<file path="src/design/tc_pkg.sv">
// ============================================================================
// tc_pkg
// Shared constants, codes and types of the triangle rectangle clipper.
// ============================================================================
package tc_pkg;

    // Default coordinate width
    localparam int COORD_BITS_DEF = 16;

    // Vertex buffer depth; four passes over a triangle stay below it
    localparam int BUF_DEPTH = 64;

    // Output polygon limits
    localparam int MIN_OUT = 3;
    localparam int MAX_OUT = 7;

    // Reset value of the right and bottom window edges
    localparam int EDGE_FAR_RST = 1023;

    // Configuration register indexes
    localparam int CFG_IDX_BITS = 2;
    localparam logic [CFG_IDX_BITS-1:0] REG_LEFT   = 2'd0;
    localparam logic [CFG_IDX_BITS-1:0] REG_TOP    = 2'd1;
    localparam logic [CFG_IDX_BITS-1:0] REG_RIGHT  = 2'd2;
    localparam logic [CFG_IDX_BITS-1:0] REG_BOTTOM = 2'd3;

    // Triangle classes decided by the front end
    localparam logic [1:0] CLS_REJECT = 2'd0;
    localparam logic [1:0] CLS_ACCEPT = 2'd1;
    localparam logic [1:0] CLS_CLIP   = 2'd2;

    // Clip pass order
    localparam logic [1:0] PASS_LEFT   = 2'd0;
    localparam logic [1:0] PASS_RIGHT  = 2'd1;
    localparam logic [1:0] PASS_TOP    = 2'd2;
    localparam logic [1:0] PASS_BOTTOM = 2'd3;

    // Queue head status seen by the back end
    typedef struct packed {
        logic       valid;
        logic [1:0] cls;
    } tq_head_t;

endpackage

</file>
<file path="src/design/tc_front.sv">
// ============================================================================
// tc_front
// Takes triangles, classifies them against the window by outcodes and
// queues them for the clipping back end.
// ============================================================================
module tc_front import tc_pkg::*; #(
    parameter int COORD_BITS = COORD_BITS_DEF
) (
    input  logic                           clk,
    input  logic                           rst_n,
    input  logic                           start,
    output logic                           busy,
    input  logic signed [COORD_BITS-1:0]   v0_x,
    input  logic signed [COORD_BITS-1:0]   v0_y,
    input  logic signed [COORD_BITS-1:0]   v1_x,
    input  logic signed [COORD_BITS-1:0]   v1_y,
    input  logic signed [COORD_BITS-1:0]   v2_x,
    input  logic signed [COORD_BITS-1:0]   v2_y,
    input  logic signed [COORD_BITS-1:0]   clip_left,
    input  logic signed [COORD_BITS-1:0]   clip_top,
    input  logic signed [COORD_BITS-1:0]   clip_right,
    input  logic signed [COORD_BITS-1:0]   clip_bottom,
    input  logic                           pop,
    output tq_head_t                       head,
    output logic [6*COORD_BITS-1:0]        head_tri
);

    localparam int C = COORD_BITS;

    logic [6*C-1:0] tri_in;
    logic [3:0]     oc [3];
    logic [3:0]     oc_and;
    logic [3:0]     oc_or;
    logic [1:0]     cls_in;
    logic           push;

    logic [6*C-1:0] q_tri_reg [2];
    logic [1:0]     q_cls_reg [2];
    logic           wr_ptr_reg, wr_ptr_next;
    logic           rd_ptr_reg, rd_ptr_next;
    logic [1:0]     cnt_reg, cnt_next;

    assign tri_in = {v2_y, v2_x, v1_y, v1_x, v0_y, v0_x};

    // Outcode of each vertex: left, right, top, bottom
    always_comb
    begin
        for (int k = 0; k < 3; k++)
        begin
            oc[k][0] = $signed(tri_in[2*k*C +: C]) < clip_left;
            oc[k][1] = $signed(tri_in[2*k*C +: C]) > clip_right;
            oc[k][2] = $signed(tri_in[(2*k+1)*C +: C]) < clip_top;
            oc[k][3] = $signed(tri_in[(2*k+1)*C +: C]) > clip_bottom;
        end
    end

    // Fully outside one edge: nothing survives. Fully inside: kept as is.
    assign oc_and = oc[0] & oc[1] & oc[2];
    assign oc_or  = oc[0] | oc[1] | oc[2];

    always_comb
    begin
        priority if (oc_and != 4'd0)
        begin
            cls_in = CLS_REJECT;
        end
        else if (oc_or == 4'd0)
        begin
            cls_in = CLS_ACCEPT;
        end
        else
        begin
            cls_in = CLS_CLIP;
        end
    end

    // Two-entry item queue
    assign busy = cnt_reg == 2'd2;
    assign push = start && !busy;

    always_comb
    begin
        wr_ptr_next = push ? !wr_ptr_reg : wr_ptr_reg;
        rd_ptr_next = pop ? !rd_ptr_reg : rd_ptr_reg;
        cnt_next    = cnt_reg + {1'b0, push} - {1'b0, pop};
    end

    always_ff @(posedge clk or negedge rst_n)
    begin
        if (!rst_n)
        begin
            wr_ptr_reg <= 1'b0;
            rd_ptr_reg <= 1'b0;
            cnt_reg    <= 2'd0;
        end
        else
        begin
            wr_ptr_reg <= wr_ptr_next;
            rd_ptr_reg <= rd_ptr_next;
            cnt_reg    <= cnt_next;
        end
    end

    always_ff @(posedge clk)
    begin
        if (push)
        begin
            q_tri_reg[wr_ptr_reg] <= tri_in;
            q_cls_reg[wr_ptr_reg] <= cls_in;
        end
    end

    assign head.valid = cnt_reg != 2'd0;
    assign head.cls   = q_cls_reg[rd_ptr_reg];
    assign head_tri   = q_tri_reg[rd_ptr_reg];

    // The back end never pops an empty queue
    a_no_pop_empty: assert property (@(posedge clk) disable iff (!rst_n)
        pop |-> (cnt_reg != 2'd0))
        else $error("pop from empty triangle queue");

endmodule

</file>
<file path="config.mk">
export PLATFORM = sky130hd
export DESIGN_NAME = tc_front
export DESIGN_NICKNAME = d
export VERILOG_FILES = /design/src/design/tc_pkg.sv /design/src/design/tc_front.sv
export SDC_FILE = /design/constraint.sdc
export NUM_CORES = 1
export LEC_CHECK = 0
export BUFFER_PORTS_ARGS = -buffer_cell sky130_fd_sc_hd__buf_2
export CELL_PAD_IN_SITES_DETAIL_PLACEMENT = 2
export CELL_PAD_IN_SITES_GLOBAL_PLACEMENT = 2
export CORE_UTILIZATION = 28
export DETAILED_ROUTE_END_ITERATION = 6
export GPL_TIMING_DRIVEN = 0
export PLACE_DENSITY_LB_ADDON = 0.1
export SKIP_LAST_GASP = 1
export SLEW_MARGIN = 20
export SYNTH_ARGS = -nofsm -noshare
export SYNTH_HDL_FRONTEND = slang
export SYNTH_SLANG_ARGS = --single-unit
</file>
<file path="constraint.sdc">
create_clock -name clk -period 7.75 [get_ports clk]
set_input_delay 1.1625 -clock clk [delete_from_list [all_inputs] [get_ports clk]]
set_output_delay 1.1625 -clock clk [all_outputs]
set_load 0.005 [all_outputs]
</file>
## Word level (Yosys, flattened, before mapping)

Memories as Yosys holds them, arrays and structs flattened.
Index checks and enable logic that the tools add are counted.

| storage, ports and cells | value |
|---|---|
| register bits after elaboration | 4 |
| input port bits | 164 |
| bits in writable memories | 196 |
| memories | 2 |

Memory list:

| memory | depth | bits a word | read ports | clocked after Yosys merged registers in | write ports | line | text |
|---|---|---|---|---|---|---|---|
| q_tri_reg | 2 | 96 | 1 | 0 | 1 | tc_front.sv:37 | `logic [6*C-1:0] q_tri_reg [2];` |
| q_cls_reg | 2 | 2 | 1 | 0 | 1 | tc_front.sv:38 | `logic [1:0] q_cls_reg [2];` |

| operators by class | value |
|---|---|
| bitwise gates (word level) | 4 |
| add/subtract/negate cells | 2 |
| magnitude comparators | 12 |
| mux-type cells | 4 |
| reduce and logical (&&, ||, !) cells | 7 |
| eq/ne operators | 1 |

Operator list:

| cell | number |
|---|---|
| $gt A16 B16 Y1 | 6 |
| $lt A16 B16 Y1 | 6 |
| $and A4 B4 Y4 | 2 |
| $or A4 B4 Y4 | 2 |
| $logic_not A4 Y1 | 1 |
| $mux W2 | 2 |
| $reduce_bool A4 Y1 | 1 |
| $logic_not A1 Y1 | 3 |
| $add A2 B1 Y2 | 1 |
| $eq A2 B2 Y1 const B | 1 |
| $mux W1 | 2 |
| $reduce_bool A2 Y1 | 1 |
| $sub A2 B1 Y2 | 1 |
| $logic_and A1 B1 Y1 | 1 |

## Longest topological paths before layout

Gate-level depths: netlist of the first run.

| depth | value |
|---|---|
| depth in word-level cells | 6 |
| gate-level depth with buffers | 10 |
| depth with buffers taken out | 10 |

## Worst setup path before layout of the first run

No wires, ideal clock.

| timing path | value |
|---|---|
| path type | input port to flip-flop |
| start | in start |
| end | mem q_cls_reg[0][0], enable pin |
| data arrival time | 5.331 ns |
| setup slack | 1.864 ns |
| setup time | 0.555 ns |
| path buffers | 0 |
| stages on the path | 2 |
| path through | nand2_1 -> nor2_1 |

| on the way | value |
|---|---|
| longest elaborated chain between the ends | 3 |

RTL lines:

| what | line | text |
|---|---|---|
| from (decl) | tc_front.sv:11 | `input logic start,` |
| $logic_and A1 B1 Y1 | tc_front.sv:79 | `assign push = start && !busy;` |
| $mux W1 | tc_front.sv:106 | `if (push)` |
| $mux W1 (implied by the code) | tc_front.sv:109 | `q_cls_reg[wr_ptr_reg] <= cls_in;` |
| to (decl) | tc_front.sv:38 |  |

No other way between the ends.

## Final worst setup path of the first run

| timing path | value |
|---|---|
| start | reg rd_ptr_reg |
| end | out head_tri[78] |

| on the way | value |
|---|---|
| longest elaborated chain between the ends | 1 |

RTL lines:

| what | line | text |
|---|---|---|
| from (decl) | tc_front.sv:40 | `logic rd_ptr_reg, rd_ptr_next;` |
| from (signal assigned) | tc_front.sv:99 | `rd_ptr_reg <= rd_ptr_next;` |
| $mem_v2 Z2 W96 | n/a |  |
| to (decl) | tc_front.sv:25 | `output logic [6*COORD_BITS-1:0] head_tri` |

No other way between the ends.

==> results by group, run 1 <==
Clocking
  • Clk root buf: clkbuf_16
  • CTS resizes: 0
  • CTS Buffer Depth: 2
  • Clock Pin Slew Worst Setup and Hold Paths: around 80 ps
  • Post-CTS setup buffer count: 0
  • Post-CTS Hold Buffers: 0
  • Latest clock arrival within the worst-skew pair: roughly 460 ps
  • Clock Sinks: 200
  • CTS tree: built
  • CTS buffer count: 17
  • H-Tree Depth: 4

Routing
  • Antenna violation net count after detailed routing: 0
  • Post-Route WL: between 30 and 40 mm
  • Via/cell ratio: between 4 and 5
  • DRT iter0 DRCs: just over 300
  • DRC violations left: 0
  • DRT Pass-1 Iters: 5
  • Via count: between 8000 and 9000
  • Routed WL per cell: 22.6 um

STA
  • Hold WS: 506 ps
  • Maximum clock rate: about 240 MHz
  • Worst Max-Slew Pin Slew: ~1100 ps
  • Tmin final: between 4000 and 5000 ps
  • RSZ-0062 raised after global routing: false
  • Final setup viols: 0
  • Clock Skew: roughly 10 ps
  • Slew Viols, Final: 0
  • Final period utilization: roughly 54%
  • Slew margin rel.: 29.1%
  • Hold Vio Cnt, Final: 0

Run
  • Max-cap viol count: 0

Synthesis
  • Yosys cell types: 49
  • Register area share after synthesis: just over 50%
  • Post-Syn Area per Cell: between 10 and 15 sq um
  • Post-synth top flop: edfxtp_1
  • Post-Syn Instances: ~890
  • Post-Synthesis Net Count: approximately 1200
  • Yosys warning count: 0
  • Number of flops mapped to enable cells by yosys: 196
  • Netlist Area Pre-Place: 11600 sq um
  • Ys async rst share: under 10%
  • Count of state elements after synthesis: 200

GRT
  • GR Overflow Total: 0
  • Vias in the first global route: roughly 9000
  • Initial antenna violation count: 3
  • Tot GR Track Use: 18.7%
  • Largest net degree at the start of global routing: 35
  • Global-route wire length before repair: ~57 mm

Critical path
  • Worst-path maximum fanout: 10
  • Critical path class: register to output port
  • CP endpoint kind: output port
  • Worst Setup Start Kind: register
  • Worst r2r src: cnt_reg[1]
  • Worst EP required: between 6000 and 7000 ps
  • WP data arrival: approximately 3000 ps
  • Crit. Startpoint: rd_ptr_reg

Placement
  • Final GP Congestion: 0.767
  • Buffers on Ports: roughly 260
  • Detailed placement HPWL: ~32 mm

Floorplanning
  • Die height: slightly above 200 um
  • IO Pins: ~260
  • Core Rows: 74
  • Area of the die: 42400 sq um
  • Core area: slightly above 40000 sq um
  • Initial core utilization: between 20% and 30%
  • Horiz. Die Dim: just over 200 um

Finish
  • Fin util: 35.1%
  • Most common cell after layout, fill and taps aside: buf_2
  • Nets@finish: between 1500 and 2000
  • Largest register FFs: ~190
  • Layout cell share with drive strength beyond 1: 34.2%
  • Most frequent cells in the layout: buf_2, edfxtp_1, ha_1, mux2_2, inv_1
  • Area grow syn2layout: 23.5%

Run status
  • Status: finished, final reports clean

Worst hold path
  • Worst hold path class: input pin to asynchronous set/reset pin

Power
  • Maximum vdd drop: ~0.16 mV
  • PwrDens: ~270 nW/um^2
  • Pleak: 0.00625 uW
-- Yosys cell counts, types with 2 or more instances --
cell type  number  area (sq um)
a2111o_1        2          22.5
a211o_1         3          26.3
a211oi_1        7          52.6
a21boi_0        3          22.5
a21o_1         25           188
a21oi_1        54           270
a221oi_1        3          26.3
a41o_1          2          20.0
and3_1          5          31.3
and4_1          6          52.6
clkbuf_1       10          37.5
dfrtp_1         4           100
edfxtp_1      196          5890
ha_1          188          2350
inv_1          81           304
mux2_2         99          1110
mux2i_1         5          50.1
nand2_1        36           135
nand2b_1       10          62.6
nand3_1        15          75.1
nand4_1        25           156
nor2_1         23          86.3
nor2b_1         5          31.3
nor3_1         13          65.1
nor4_1          5          31.3
o211ai_1        7          52.6
o21a_1          4          30.0
o21ai_0        19          95.1
o21bai_1        3          22.5
o22ai_1         5          31.3
o31ai_1         3          22.5
or2_2           3          18.8
or3_1           2          12.5
xnor2_1         3          26.3
-- metal layers --
layer | wire, um | vias up | global-route usage [%]
li1 | - | 3989 | -
met3 | 1550 | 25 | 3.14
met1 | 19500 | 4217 | 26.8
met4 | 433 | 4 | 4.41
met2 | 17400 | 169 | 29.2
met5 | 27 | - | 0
-- stage by stage --
stage               total power [uW]  instance area (sq um)  setup WS [ps]  setup TNS, ps  instances
global placement                2910                  13600          -1590        -153140       1684
global route                    4070                  14400           3340              0       1723
finish                          3830                  14400           3590              0       1723
floorplan                       2280                  11600           1860              0        889
CTS                             3920                  14400           3380              0       1722
detailed placement              2940                  13800           3340              0       1690
-- worst paths after layout --
| kind | slack (ps) | cells past startpoint | to |
|---|---|---|---|
| worst max-delay path | 3590 | 5 | head_tri[78] |
| worst min-delay path | 510 | 1 | cnt_reg[1] |
| worst max register to register | 5460 | 6 | q_tri_reg[0][62] |
| worst min register to register | 510 | 1 | cnt_reg[1] |
| max in group asynchronous | 7120 | 1 | wr_ptr_reg |
| min in group clk | 510 | 1 | cnt_reg[1] |
-- logic make-up (layout without fill, tap and decap cells) --
family / Yosys count / in the layout / synth area share (%)
buffers and inverters: 92 / 393 / 2.97
AO/OA/AOI/OAI: 146 / 146 / 8.09
other: 0 / 1 / 0
flip-flops: 200 / 200 / 51.4
multiplexers: 104 / 104 / 10.0
adder cells (fa/ha/maj): 188 / 188 / 20.2
AND/OR/NAND/NOR: 155 / 155 / 7.05
XOR/XNOR: 4 / 4 / 0.301
-- layout make-up --
| cell class | count | area (sq um) |
|---|---|---|
| multi-input combinational | 597 | 5330 |
| fill | 4381 | 26500 |
| clock inverter | 15 | 183 |
| clock buffer | 17 | 425 |
| timing repair buffer | 269 | 1440 |
| inverter | 81 | 304 |
| antenna | 1 | 2.50 |
| buffer | 11 | 41.3 |
| sequential | 200 | 5990 |
| tap | 532 | 666 |
-- worst max-delay path, cell delays in order (launching register included) --
cell and delay (ps):
dfrtp_1 340, clkbuf_1 380, clkbuf_1 640, buf_1 620
mux2_2 410, buf_2 150
-- power breakdown --
part / internal (uW) / switching [uW] / leakage, uW
combinational: 597 / 749 / 0.00408
sequential: 1470 / 51.7 / 0.00187
clock: 491 / 468 / 0.000297
total: 2560 / 1270 / 0.00625
(Power assumes the default switching activity.)
==> run 2: changes to the inputs <==
clock period = 3.4 ns   (was 7.75 ns; I/O delays follow)
==> run 2 against run 1 <==
Against the previous run:
- first-iteration DRC count decreased by 5.2%
- die area did not move
- final area is essentially flat
- combinational power grew 130%
- largest cell class unchanged
- clock power up 120%
- clock skew is essentially flat
- via count fell by 1.7%
==> results by group, run 2 (synthesis results as in run 1) <==
Clocking
  • H-Tree Depth: 4
  • Clock Sinks: 200
  • Clk root buf: clkbuf_16
  • Clock Pin Slew Worst Setup and Hold Paths: around 70 ps
  • CTS buffer count: 17
  • Latest clock arrival within the worst-skew pair: ~450 ps
  • CTS Buffer Depth: 2
  • Post-CTS setup buffer count: 0
  • CTS tree: built

Routing
  • Routed WL per cell: 22.2 um
  • Antenna violation net count after detailed routing: 0
  • Via/cell ratio: ~4.8
  • Post-Route WL: 38.3 mm
  • Via count: 8264
  • DRC violations left: 0
  • DRT Pass-1 Iters: 4
  • DRT iter0 DRCs: 290

Placement
  • Final GP Congestion: slightly below 0.8
  • Placed cells: 1690
  • Detailed placement HPWL: ~32 mm
  • Buffers on Ports: ~260
  • Worst slack, placed: -221 ps

Critical path
  • FF-to-FF End: q_tri_reg[0][40]
  • Worst Setup Start Kind: register
  • Worst EP required: 2890 ps
  • Crit-path cells: clkbuf_1 -> clkbuf_1 -> mux2_2 -> buf_2
  • Most repeated library cell on the critical path: clkbuf_1
  • Crit path largest cell delay: ~800 ps
  • Max stage delay cell, worst path: clkbuf_1
  • R2R depth: 5
  • Reg-to-reg slack, setup: approximately 1300 ps
  • Crit. Startpoint: rd_ptr_reg
  • Critical path class: register to output port
  • WP data arrival: about 2500 ps
  • CP endpoint kind: output port
  • Worst-path maximum fanout: 10
  • Worst r2r src: cnt_reg[1]

Power
  • NetSw: approximately 2800 uW
  • Sequential Power Share: between 40% and 50%
  • Maximum vdd drop: around 0.35 mV
  • Clock power share: roughly a quarter
  • Sw Ratio: 32.8%
  • PwrDens: around 600 nW/um^2
  • Combinational Power Share: approximately 35%
  • Internal Dissipation: 5830 uW
  • Pleak: about 0.0062 uW

STA
  • Final period utilization: approximately nine tenths
  • Slew margin rel.: 34.6%
  • Maximum clock rate: ~330 MHz
  • Worst Max-Slew Pin Slew: 981 ps
  • Setup TNS: 0 ps
  • Tmin final: 3020 ps
  • Fin worst setup slack: approximately 380 ps
  • Clock Skew: about 11 ps
  • Final setup viols: 0
  • Slew Viols, Final: 0
  • RSZ-0062 raised after global routing: false
  • Hold Vio Cnt, Final: 0

GRT
  • GR Overflow Total: 0
  • Largest net degree at the start of global routing: 44
  • Initial antenna violation count: 6
  • Global-route wire length before repair: about 57 mm
  • Tot GR Track Use: between 10% and 20%
  • Vias in the first global route: between 9000 and 10000

Finish
  • Fillers: approximately 4400
  • Most frequent cells in the layout: buf_2, edfxtp_1, ha_1, mux2_2, inv_1
  • Area grow syn2layout: 23.4%
  • Finished Layout Cells: between 1500 and 2000
  • Nets@finish: roughly 1500
  • Largest register FFs: between 150 and 200
  • Layout cell share with drive strength beyond 1: between 30% and 40%
  • Most common cell after layout, fill and taps aside: buf_2

Floorplanning
  • IO Pins: between 200 and 300
  • Initial core utilization: 28.5%
  • Core area: ~41000 sq um
  • Horiz. Die Dim: around 200 um
  • Die height: slightly above 200 um
  • Core Rows: 74
  • Area of the die: between 40000 and 50000 sq um

Run
  • Max-cap viol count: 0

Worst hold path
  • Hold_sp: pop
  • Hold endpoint: rd_ptr_reg
  • Worst hold path class: input pin to register
  • Hold depth: 2

Run status
  • Status: finished, final reports clean
-- run 2: cell types whose count changed in the layout (fill, tap and decap cells not counted), sizes merged --
| cell | before | now |
|---|---|---|
| dlygate4sd3 | 0 | 1 |
| diode | 1 | 3 |
| buf | 270 | 269 |
| inv | 88 | 87 |
| clkbuf | 27 | 28 |
-- run 2: repair_timing --
action                                  4_1_cts  5_1_grt
gates resized for setup                       1        0
endpoints found under the hold margin         4        0
hold buffers                                  1        0
endpoints found under the setup margin       10        0
-- run 2: power by group through the flow --
stage	sequential (uW)	clock, uW	combinational (uW)
3_5_place_dp	3540	0	3160
3_3_place_gp	3600	0	2990
4_1_cts	3490	2210	3180
6_report	3480	2130	3070
5_1_grt	3530	2290	3400
2_1_floorplan	3540	0	1620
-- run 2: layout make-up --
class	count	area, sq um	share of cell area (%)
Sequential cell	200	5990	41.6
Buffer	10	40.0	0.279
Antenna cell	3	7.51	0.0522
Inverter	81	304	2.12
Clock buffer	18	429	2.99
Tap cell	532	666	4.63
Multi-Input combinational cell	597	5330	37.1
Timing Repair Buffer	270	1450	10.1
Clock inverter	14	160	1.11
-- run 2: critical path: cells and delay by family, from the launching register on --
kind     cells  cell delay (ps)
buf+inv      3             1290
mux          1              420
flops        1              330
-- run 2: how the worst max path moves through the flow --
stage | endpoint | cells past startpoint | slack, ps
5_1_grt | q_cls_reg[0][1] | 11 | 140
2_1_floorplan | q_cls_reg[1][0] | 1 | 110
3_3_place_gp | q_tri_reg[1][41] | 2 | -1820
3_5_place_dp | q_cls_reg[0][1] | 11 | -220
4_1_cts | head_tri[12] | 4 | 260
6_report | head_tri[12] | 4 | 380
-- run 2: metrics by stage --
step                      instance area [sq um]  total power (uW)  hold slack [ps]  utilization [%]
after floorplan                           11700              5160              214                -
after global placement                    13600              6590              328             33.3
after detailed placement                  13800              6700              329             33.6
after CTS                                 14400              8870              246             35.1
after global routing                      14400              9220              246             35.1
final                                     14400              8670              272             35.1
-- run 2: per-layer routing --
metal / up-vias / global-route usage [%] / part of all wire, %
li1: 3982 / - / -
met1: 4098 / 25.6 / 49
met2: 155 / 29.3 / 46
met3: 21 / 4.62 / 5.1
met4: 8 / 3.26 / 0.69
met5: - / 0 / 0.12
